[src/rtl/lpai_pkg.sv]
package lpai_pkg;

   localparam int COORD_BITS = 12;
   localparam int INDEX_BITS = 12;

   // dividend is idx * short + long - 1, which stays below long * 2**COORD_BITS
   localparam int NUM_BITS = 2 * COORD_BITS;
   localparam int CMP_BITS = (INDEX_BITS > COORD_BITS) ? INDEX_BITS : COORD_BITS;

   typedef logic signed [COORD_BITS-1:0] coord_type;
   typedef logic [COORD_BITS-1:0]        span_type;
   typedef logic [INDEX_BITS-1:0]        index_type;

   typedef struct packed {
      coord_type start_x;
      coord_type start_y;
      coord_type end_x;
      coord_type end_y;
      index_type step_index;
   } req_type;

   typedef struct packed {
      coord_type point_x;
      coord_type point_y;
      logic      beyond_end;
      logic      x_is_major;
   } rsp_type;

endpackage

[src/rtl/line_point_at_index_unit.sv]
// Line point at index. Each request word carries two endpoints and a step
// index; the response word is the raster point at that step. The long axis
// is the one with the larger span (a tie goes to y). The point moves by the
// index along the long axis and by ceil(index * short / long) along the
// short axis, each axis stepping away from the first endpoint. An index past
// the long span is clamped to it and flagged; a zero-length line returns the
// first endpoint. The unit takes a word in every cycle (busy never rises)
// and returns each result through four setup stages (spans, axis pick and
// clamp, multiply, dividend), one restoring-divider stage per quotient bit,
// and the output stage. The receiver cannot stall: rsp_strobe marks each
// result for a single cycle and the word must be taken then.
module line_point_at_index_unit (
   input  logic             clock,
   input  logic             reset,
   input  logic             start,
   input  lpai_pkg::req_type req_word,
   output logic             busy,
   output logic             rsp_strobe,
   output lpai_pkg::rsp_type rsp_word
);
   import lpai_pkg::*;

   // per-word control that rides along the pipe
   typedef struct packed {
      coord_type start_x;
      coord_type start_y;
      logic      dir_x;     // 1: step upward from start_x
      logic      dir_y;
      logic      x_major;
      logic      beyond;
      span_type  idx;       // clamped index, always <= long span
   } side_type;

   // ---------------------------------------------------------------------
   // Stage 1: spans and step directions
   // ---------------------------------------------------------------------
   logic                  s1_valid_ff;
   coord_type             s1_start_x_ff, s1_start_y_ff;
   logic                  s1_dir_x_ff, s1_dir_y_ff;
   span_type              s1_span_x_ff, s1_span_y_ff;
   index_type             s1_index_ff;

   logic [COORD_BITS:0]   dx_fwd, dx_rev, dy_fwd, dy_rev;
   span_type              s1_span_x_in, s1_span_y_in;

   always_comb begin
      dx_fwd = {req_word.end_x[COORD_BITS-1], req_word.end_x}
             - {req_word.start_x[COORD_BITS-1], req_word.start_x};
      dx_rev = {req_word.start_x[COORD_BITS-1], req_word.start_x}
             - {req_word.end_x[COORD_BITS-1], req_word.end_x};
      dy_fwd = {req_word.end_y[COORD_BITS-1], req_word.end_y}
             - {req_word.start_y[COORD_BITS-1], req_word.start_y};
      dy_rev = {req_word.start_y[COORD_BITS-1], req_word.start_y}
             - {req_word.end_y[COORD_BITS-1], req_word.end_y};
      s1_span_x_in = (req_word.start_x > req_word.end_x) ? dx_rev[COORD_BITS-1:0]
                                                         : dx_fwd[COORD_BITS-1:0];
      s1_span_y_in = (req_word.start_y > req_word.end_y) ? dy_rev[COORD_BITS-1:0]
                                                         : dy_fwd[COORD_BITS-1:0];
   end

   always_ff @(posedge clock) begin
      if (reset) begin
         s1_valid_ff <= 1'b0;
      end else begin
         s1_valid_ff <= start & ~busy;
      end
      s1_start_x_ff <= req_word.start_x;
      s1_start_y_ff <= req_word.start_y;
      s1_dir_x_ff   <= (req_word.start_x <= req_word.end_x);
      s1_dir_y_ff   <= (req_word.start_y <= req_word.end_y);
      s1_span_x_ff  <= s1_span_x_in;
      s1_span_y_ff  <= s1_span_y_in;
      s1_index_ff   <= req_word.step_index;
   end

   // ---------------------------------------------------------------------
   // Stage 2: long/short axis pick, index clamp
   // ---------------------------------------------------------------------
   logic                  s2_valid_ff;
   side_type              s2_side_ff;
   span_type              s2_long_ff, s2_short_ff;

   side_type              s2_side_in;
   span_type              s2_long_in, s2_short_in;
   logic [CMP_BITS-1:0]   index_ext, long_ext;

   always_comb begin
      s2_side_in.start_x = s1_start_x_ff;
      s2_side_in.start_y = s1_start_y_ff;
      s2_side_in.dir_x   = s1_dir_x_ff;
      s2_side_in.dir_y   = s1_dir_y_ff;
      s2_side_in.x_major = (s1_span_x_ff > s1_span_y_ff);
      s2_long_in  = s2_side_in.x_major ? s1_span_x_ff : s1_span_y_ff;
      s2_short_in = s2_side_in.x_major ? s1_span_y_ff : s1_span_x_ff;
      index_ext   = CMP_BITS'(s1_index_ff);
      long_ext    = CMP_BITS'(s2_long_in);
      s2_side_in.beyond = (index_ext > long_ext);
      s2_side_in.idx    = s2_side_in.beyond ? s2_long_in : index_ext[COORD_BITS-1:0];
   end

   always_ff @(posedge clock) begin
      if (reset) begin
         s2_valid_ff <= 1'b0;
      end else begin
         s2_valid_ff <= s1_valid_ff;
      end
      s2_side_ff  <= s2_side_in;
      s2_long_ff  <= s2_long_in;
      s2_short_ff <= s2_short_in;
   end

   // ---------------------------------------------------------------------
   // Stage 3: idx * short
   // ---------------------------------------------------------------------
   logic                  s3_valid_ff;
   side_type              s3_side_ff;
   span_type              s3_long_ff;
   logic [NUM_BITS-1:0]   s3_prod_ff;

   always_ff @(posedge clock) begin
      if (reset) begin
         s3_valid_ff <= 1'b0;
      end else begin
         s3_valid_ff <= s2_valid_ff;
      end
      s3_side_ff <= s2_side_ff;
      s3_long_ff <= s2_long_ff;
      s3_prod_ff <= NUM_BITS'(s2_side_ff.idx) * NUM_BITS'(s2_short_ff);
   end

   // ---------------------------------------------------------------------
   // Stage 4: ceiling dividend; zero-length line forced to zero
   // ---------------------------------------------------------------------
   logic                  s4_valid_ff;
   side_type              s4_side_ff;
   span_type              s4_long_ff;
   logic                  s4_zero_ff;
   logic [NUM_BITS-1:0]   s4_num_ff;

   logic                  s4_zero_in;

   assign s4_zero_in = (s3_long_ff == '0);

   always_ff @(posedge clock) begin
      if (reset) begin
         s4_valid_ff <= 1'b0;
      end else begin
         s4_valid_ff <= s3_valid_ff;
      end
      s4_side_ff <= s3_side_ff;
      s4_long_ff <= s3_long_ff;
      s4_zero_ff <= s4_zero_in;
      s4_num_ff  <= s4_zero_in ? '0 : (s3_prod_ff + NUM_BITS'(s3_long_ff) - NUM_BITS'(1));
   end

   // ---------------------------------------------------------------------
   // Divider: one quotient bit per stage, restoring. The quotient fits in
   // COORD_BITS, so the high half of the dividend starts below the divisor.
   // ---------------------------------------------------------------------
   logic                  dv_valid_ff [COORD_BITS];
   side_type              dv_side_ff  [COORD_BITS];
   span_type              dv_long_ff  [COORD_BITS];
   logic                  dv_zero_ff  [COORD_BITS];
   span_type              dv_rem_ff   [COORD_BITS];
   span_type              dv_low_ff   [COORD_BITS];
   span_type              dv_quo_ff   [COORD_BITS];

   logic                  dv_valid_src [COORD_BITS];
   side_type              dv_side_src  [COORD_BITS];
   span_type              dv_long_src  [COORD_BITS];
   logic                  dv_zero_src  [COORD_BITS];
   span_type              dv_rem_src   [COORD_BITS];
   span_type              dv_low_src   [COORD_BITS];
   span_type              dv_quo_src   [COORD_BITS];
   logic [COORD_BITS:0]   dv_trial     [COORD_BITS];
   logic [COORD_BITS:0]   dv_diff      [COORD_BITS];
   logic                  dv_ge        [COORD_BITS];
   span_type              dv_rem_in    [COORD_BITS];
   span_type              dv_low_in    [COORD_BITS];
   span_type              dv_quo_in    [COORD_BITS];

   always_comb begin
      for (int k = 0; k < COORD_BITS; k++) begin
         if (k == 0) begin
            dv_valid_src[k] = s4_valid_ff;
            dv_side_src[k]  = s4_side_ff;
            dv_long_src[k]  = s4_long_ff;
            dv_zero_src[k]  = s4_zero_ff;
            dv_rem_src[k]   = s4_num_ff[NUM_BITS-1:COORD_BITS];
            dv_low_src[k]   = s4_num_ff[COORD_BITS-1:0];
            dv_quo_src[k]   = '0;
         end else begin
            dv_valid_src[k] = dv_valid_ff[k-1];
            dv_side_src[k]  = dv_side_ff[k-1];
            dv_long_src[k]  = dv_long_ff[k-1];
            dv_zero_src[k]  = dv_zero_ff[k-1];
            dv_rem_src[k]   = dv_rem_ff[k-1];
            dv_low_src[k]   = dv_low_ff[k-1];
            dv_quo_src[k]   = dv_quo_ff[k-1];
         end
         dv_trial[k]  = {dv_rem_src[k], dv_low_src[k][COORD_BITS-1]};
         dv_diff[k]   = dv_trial[k] - {1'b0, dv_long_src[k]};
         dv_ge[k]     = (dv_trial[k] >= {1'b0, dv_long_src[k]});
         dv_rem_in[k] = dv_ge[k] ? dv_diff[k][COORD_BITS-1:0] : dv_trial[k][COORD_BITS-1:0];
         dv_low_in[k] = {dv_low_src[k][COORD_BITS-2:0], 1'b0};
         dv_quo_in[k] = {dv_quo_src[k][COORD_BITS-2:0], dv_ge[k]};
      end
   end

   always_ff @(posedge clock) begin
      for (int k = 0; k < COORD_BITS; k++) begin
         if (reset) begin
            dv_valid_ff[k] <= 1'b0;
         end else begin
            dv_valid_ff[k] <= dv_valid_src[k];
         end
         dv_side_ff[k] <= dv_side_src[k];
         dv_long_ff[k] <= dv_long_src[k];
         dv_zero_ff[k] <= dv_zero_src[k];
         dv_rem_ff[k]  <= dv_rem_in[k];
         dv_low_ff[k]  <= dv_low_in[k];
         dv_quo_ff[k]  <= dv_quo_in[k];
      end
   end

   // ---------------------------------------------------------------------
   // Output stage: step each axis away from the first endpoint
   // ---------------------------------------------------------------------
   logic                  rsp_strobe_ff;
   rsp_type               rsp_word_ff;

   side_type              fin_side;
   span_type              minor_step, step_x, step_y;
   rsp_type               rsp_word_in;

   always_comb begin
      fin_side   = dv_side_ff[COORD_BITS-1];
      minor_step = dv_zero_ff[COORD_BITS-1] ? '0 : dv_quo_ff[COORD_BITS-1];
      step_x     = fin_side.x_major ? fin_side.idx : minor_step;
      step_y     = fin_side.x_major ? minor_step : fin_side.idx;
      // results stay between the endpoints, so wrapping at COORD_BITS is exact
      rsp_word_in.point_x = fin_side.dir_x ? coord_type'(span_type'(fin_side.start_x) + step_x)
                                           : coord_type'(span_type'(fin_side.start_x) - step_x);
      rsp_word_in.point_y = fin_side.dir_y ? coord_type'(span_type'(fin_side.start_y) + step_y)
                                           : coord_type'(span_type'(fin_side.start_y) - step_y);
      rsp_word_in.beyond_end = fin_side.beyond;
      rsp_word_in.x_is_major = fin_side.x_major;
   end

   always_ff @(posedge clock) begin
      if (reset) begin
         rsp_strobe_ff <= 1'b0;
      end else begin
         rsp_strobe_ff <= dv_valid_ff[COORD_BITS-1];
      end
      rsp_word_ff <= rsp_word_in;
   end

   // fully pipelined, nothing ever holds the front end off
   assign busy       = 1'b0;
   assign rsp_strobe = rsp_strobe_ff;
   assign rsp_word   = rsp_word_ff;

endmodule
[config.mk]
export PLATFORM = sky130hd
export DESIGN_NAME = line_point_at_index_unit
export DESIGN_NICKNAME = d
export VERILOG_FILES = /design/src/rtl/lpai_pkg.sv /design/src/rtl/line_point_at_index_unit.sv
export SDC_FILE = /design/constraint.sdc
export NUM_CORES = 2
export LEC_CHECK = 0
export BUFFER_PORTS_ARGS = -buffer_cell sky130_fd_sc_hd__buf_2
export CELL_PAD_IN_SITES_DETAIL_PLACEMENT = 0
export CELL_PAD_IN_SITES_GLOBAL_PLACEMENT = 2
export CORE_ASPECT_RATIO = 1.25
export CORE_MARGIN = 5
export CORE_UTILIZATION = 30
export CTS_CLUSTER_DIAMETER = 150
export DETAILED_ROUTE_END_ITERATION = 6
export PLACE_DENSITY = 0.61
export RECOVER_POWER = 100
export SYNTH_ARGS = -nofsm -noshare
export SYNTH_HDL_FRONTEND = slang
export SYNTH_SLANG_ARGS = --single-unit
export TNS_END_PERCENT = 1
[constraint.sdc]
create_clock -name clock -period 5.45 [get_ports clock]
set_input_delay 0.545 -clock clock [delete_from_list [all_inputs] [get_ports clock]]
set_output_delay 0.545 -clock clock [all_outputs]
set_load 0.1 [all_outputs]
**Yosys cells after proc, flatten, opt, wreduce, memory -nomap -nowiden**

Memory sizes are Yosys's and may differ from the RTL's. A register that Yosys moved wholly into a read port is not among the register bits.
Index checks and enable logic that the tools add are counted.

- Multipliers: 1
- Muxes and demuxes: 37
- Bitwise operators: 12
- Reductions and logical operators: 1
- Magnitude comparators: 18
- Add/sub/neg operators: 22

Operator list:

| kind | number |
|---|---|
| $mux 12 | 22 |
| $sub 12x12->12 | 18 |
| $ge 13x12->1 | 12 |
| $gt 12x12->1 | 4 |
| $add 12x12->12 | 2 |
| $add 24x12->24 | 1 |
| $le 12x12->1 | 2 |
| $mul 12x12->24 | 1 |
| $sub 24x1->24 const B | 1 |
| $mux 1 | 15 |
| $logic_not 12->1 | 1 |
| $or 1x1->1 | 12 |

- Memories: 7
- RAM bits: 1,068
- Flip-flop bits (word level): 309
- Word-level logic and storage cells: 141
- Bits of input ports: 63
- Output and inout port bits: 28

Memory list:

| name | words | width | read ports | clocked after memory_dff | write ports | RTL line | text |
|---|---|---|---|---|---|---|---|
| dv_side_ff | 12 | 40 | 12 | 0 | 12 | line_point_at_index_unit.sv:161 | `side_type dv_side_ff [COORD_BITS];` |
| dv_long_ff | 12 | 12 | 11 | 0 | 12 | line_point_at_index_unit.sv:162 | `span_type dv_long_ff [COORD_BITS];` |
| dv_quo_ff | 12 | 12 | 12 | 0 | 12 | line_point_at_index_unit.sv:166 | `span_type dv_quo_ff [COORD_BITS];` |
| dv_rem_ff | 12 | 12 | 11 | 0 | 12 | line_point_at_index_unit.sv:164 | `span_type dv_rem_ff [COORD_BITS];` |
| dv_low_ff | 12 | 11 | 11 | 0 | 12 | line_point_at_index_unit.sv:165 | `span_type dv_low_ff [COORD_BITS];` |
| dv_valid_ff | 12 | 1 | 12 | 1 | 12 | line_point_at_index_unit.sv:160 | `logic dv_valid_ff [COORD_BITS];` |
| 1 more memories | -- | -- | -- | -- | -- | -- |  |

**Logic depth before layout (Yosys ltp)**

An unclocked memory read counts as a cell.

- Word-level depth: 5
- Gate-level depth with buffers: 20
- Depth with buffers taken out: 19

**Worst setup path before layout**

OpenSTA, ideal clock, no wires.

- Kind: register to register
- From: register s2_short_ff[5]
- To: register s3_prod_ff[22]
- Data required time: 5.327 ns
- Setup slack: 0.386 ns
- Period minus slack after synthesis: 5.064 ns
- Stages on the path, launching flop included: 20
- Path buffers: 1
- Arrival time: 4.941 ns
- Cells stage by stage: dfxtp_1 -> clkbuf_1 -> nand2_1 -> fa_1 -> fa_1 -> inv_1 -> ha_1 -> fa_1 -> inv_1 -> fa_1 -> inv_1 -> ha_1 -> o21a_1 -> o31a_1 -> o211ai_1 -> a31oi_1 -> o221a_2 -> a2111oi_0 -> o21bai_1 -> xor2_1

- Longest elaborated chain between the ends: 1

RTL lines:

| item | RTL line | text |
|---|---|---|
| start: declaration | line_point_at_index_unit.sv:81 | `span_type s2_long_ff, s2_short_ff;` |
| start signal: assignment | line_point_at_index_unit.sv:109 | `s2_short_ff <= s2_short_in;` |
| $mul 12x12->24 | line_point_at_index_unit.sv:128 | `s3_prod_ff <= NUM_BITS'(s2_side_ff.idx) * NUM_BITS'(s2_short_ff);` |
| end signal: assignment | line_point_at_index_unit.sv:128 |  |
| end: declaration | line_point_at_index_unit.sv:118 | `logic [NUM_BITS-1:0] s3_prod_ff;` |

Every way passes these cells.
A chain may end at the register's enable or synchronous reset.

**Worst setup path in the final report**

- From: register s2_side_ff[2] (netlist bit)
- To: register s3_prod_ff[22]

- Longest elaborated chain between the ends: 1

RTL lines:

| item | RTL line | text |
|---|---|---|
| start: declaration | line_point_at_index_unit.sv:80 | `side_type s2_side_ff;` |
| start signal: assignment | line_point_at_index_unit.sv:107 | `s2_side_ff <= s2_side_in;` |
| $mul 12x12->24 | line_point_at_index_unit.sv:128 |  |

Every way passes these cells.

==> results.txt <==
----------------------------------------------------
[Routing]
  ANT nets after route ... 0
  DR top layer ... met4
  Drt first-iter violations ... 801
  Length of the first detailed-routing pass in iterations ... 5
  Drt via density ... 4.06
  Routed met1 length ... 35.3 mm
  Wirelength per Cell ... 14.1 µm
  Vias after detailed routing ... 24.1k
  Met3 routed WL ... 2.72 mm
  Wire length on met2 ... 43.4 mm
  Final wirelength ... 83.8 mm
  DRC violation count after routing ... 0

[Min path]
  Capture endpoint of the worst hold path ... s1_valid_ff
  Worst min-delay path class ... in -> reg
  Cell count of the worst hold path ... 2
  Startpoint of the tightest hold check path ... reset

[Timing]
  Final cycle utilization of the critical path ... 94.8%
  Fin Hold WS ... 0.217 ns
  Post-route minimum period ... 5.16 ns
  Clock Skew ... 0.0727 ns
  Final setup slack of the worst path ... 0.285 ns
  Final hold vios ... 0
  Slew Viols, Final ... 70
  Upper clock frequency limit ... 0.194 GHz
  Pin slew with the least headroom to its limit ... 2.10 ns
  Final count of negative-setup-slack endpoints ... 0
  Relative slew margins ... -41.3%

[Worst setup path]
  Reg-to-Reg End ... s3_prod_ff[22]
  CP dominant cell by count ... sky130_fd_sc_hd__fa_1
  Cells along the critical path ... buf_4, nand2_1, fa_1, fa_1, inv_1, ha_1, fa_1, inv_1, fa_1, inv_1, ha_1, o21a_1, o31a_1, o211ai_1, a31oi_1, o221a_2, a2111oi_2, o21bai_1, xor2_1
  Setup crit end kind ... register
  Critical-path maximum fanout ... 6
  Startpoint type of the worst setup path ... register
  Setup Crit Path Kind ... reg -> reg
  Worst r2r src ... s2_side_ff[2]
  Data required, critical path ... 6.09 ns
  CP arrival ... 5.80 ns
  Library cell contributing the largest single delay on the critical path ... sky130_fd_sc_hd__fa_1
  WP buf/inv ... 4
  Register-to-Register Path Depth ... 19
  Cell family with the largest share of critical-path delay ... adder cells
  Max incr delay on CP ... 0.53 ns
  Minimum setup slack among reg-to-reg paths ... 0.29 ns

[Cells and area]
  Post-synthesis to final-layout area growth ... 16.6%
  Final design utilization ... 35.0%
  Net total in the final layout ... 4459
  Filler-free cell count of the finished design ... 5939
  Count of fill cells added during filler insertion ... 14.3k
  Share of layout cells above drive strength 1 ... 9.13%

[Floorplanning]
  Die Outline Area ... 152000 µm²
  Starting utilization of the core area ... 30.1%
  Die X-Extent ... 350 µm
  Num rows ... 156
  Height of the die ... 435 µm
  Top Ports ... 91
  Core Box Area ... 144000 µm²

[Synthesis]
  Top flip-flop cell by instance count after synthesis ... sky130_fd_sc_hd__dfxtp_1
  Number of unique standard cell types used by synthesis ... 64
  Yosys warning count ... 0
  Most used standard cell by instance count after synthesis ... sky130_fd_sc_hd__dfxtp_1
  Cell type contributing the most total cell area after synthesis ... sky130_fd_sc_hd__dfxtp_1
  Post-Synthesis Cell Area ... 43400 µm²
  Top cells by instance count after synthesis ... sky130_fd_sc_hd__dfxtp_1 (1222), sky130_fd_sc_hd__inv_1 (470), sky130_fd_sc_hd__ha_1 (334)
  Count of flip-flops with a built-in enable after synthesis ... 0
  Top post-synthesis cells by area ... sky130_fd_sc_hd__dfxtp_1 (56%), sky130_fd_sc_hd__ha_1 (9.6%), sky130_fd_sc_hd__fa_1 (5.4%)
  Fraction of post-synthesis cell area in the top cell type by area ... 56.4%
  Post-synthesis register bit count ... 1222
  Syn avg cell area ... 11.6 µm²
  Syn_nets ... 4241
  Seq/Total Area, Yosys ... 56.4%
  Proportion of register bits with asynchronous set or reset after synthesis ... 0%
  Post-Synthesis Cells ... 3726

[Run]
  Reported max-cap violation count ... 5

[Clock tree]
  Bufs on Longest Clock Path ... 3
  Clock Pin Slew Worst Setup and Hold Paths ... 0.07 ns
  Clock Sink Count ... 1222
  Clock tree from TritonCTS ... built
  Level count of the clock H-tree ... 3
  Clk Latency, worst-skew pair ... 0.75 ns
  Cell at the root of the clock tree ... sky130_fd_sc_hd__clkbuf_16
  Clock buffer count from CTS ... 120

[Global routing]
  Antenna violations before repair ... 2
  First-pass GRT wire length ... 137 mm
  Total routing resource utilization after global routing ... 11.2%
  Via count of the first global-routing pass ... 26.0k
  Remaining Overflow, GRT ... 0
  Maximum number of pins on one net before global-route repair ... 36

[Placement]
  Count of input and output buffers ... 89
  Gpl congestion ... 0.792
  # placed instances ... 5681
  Half-perimeter wire length after detailed placement ... 64.1 mm
  Setup WS pre-CTS ... 0.0345 ns

[Run status]
  Outcome ... finished, violations left
  Violated checks ... max-capacitance violations, max-slew violations

----------------------------------------------------
kinds of logic after synthesis:
kind of cell / synth area share, %
AO/OA/AOI/OAI: 8.13
XOR/XNOR: 3.92
adder cells (fa/ha/maj): 15.1
buffers and inverters: 4.74
flip-flops: 56.4
multiplexers: 4.97
other: 0.00865
AND/OR/NAND/NOR: 6.71
metal layers:
layer	GRT usage [%]	vias up
met1	12.7	11095
met2	21.0	243
met4	3.67	0
li1	-	12653
met5	0	-
met3	2.19	136
metrics by stage:
stage / TNS, ns / area (µm²)
finish: 0 / 50500
detailed placement: 0 / 46200
global placement: 0 / 46200
global route: -0.00864 / 50500
floorplan: 0 / 43400
CTS: 0 / 50700
what timing repair did:
item                                    4_1_cts  5_1_grt
hold endpoints to repair                     37        0
gates resized for setup                       0       13
endpoints found under the setup margin        0        5
hold buffers                                 37        0
setup buffers                                 0        0
registers in the layout (all words and copies together) (netlist names), 40 cells and up:
| register | cells |
|---|---|
| dv_low_ff | 66 |
| s2_side_ff | 40 |
| dv_long_ff | 132 |
| dv_side_src | 40 |
| s3_side_ff | 40 |
| dv_quo_ff | 78 |
| dv_side_ff | 480 |
| dv_rem_ff | 132 |
cell usage in the layout (no fill, tap or decap), drive strengths merged, types with 15 or more instances in the layout:
cell         Yosys  layout
clkinv           0      17
nand4           24      24
nor3            32      32
nand3           26      26
o31ai           18      18
o21ai          101     101
a21oi          167     167
mux2i           61      61
xnor2          119     119
fa             118     118
mux2           137     137
o21a            32      32
clkbuf          42     239
dfxtp         1222    1222
a21o            89      89
and2            65      65
nor2b           75      75
a211oi          27      27
nor2           126     126
dlygate4sd3      0      37
nand2b          42      42
ha             334     334
buf             23      59
inv            470     476
nor4            15      15
xor2            75      75
nand2          150     150
o21bai          20      20
worst max-delay path by stage:
stage / endpoint / from / cells after the start
2_1_floorplan: s3_prod_ff[22] / s2_short_ff[5] / 19
5_1_grt: s3_prod_ff[22] / s2_side_ff[10] / 16
3_3_place_gp: s3_prod_ff[21] / s2_side_ff[5] / 17
3_5_place_dp: s3_prod_ff[22] / s2_side_ff[2] / 19
4_1_cts: s3_prod_ff[21] / s2_short_ff[3] / 17
6_report: s3_prod_ff[22] / s2_side_ff[2] / 19
cell type report:
class	instances	area [µm²]	area share, %
Inverter	470	1760	3.49
Antenna cell	1	2.50	0.00495
Sequential cell	1222	24500	48.4
Clock buffer	174	3450	6.82
Timing Repair Buffer	161	967	1.91
Clock inverter	46	722	1.43
Multi-Input combinational cell	1969	16800	33.2
Tap cell	1896	2370	4.69
Power is not shown: default switching activity piles up to over one toggle a cycle in this logic, so the estimate is an artifact.
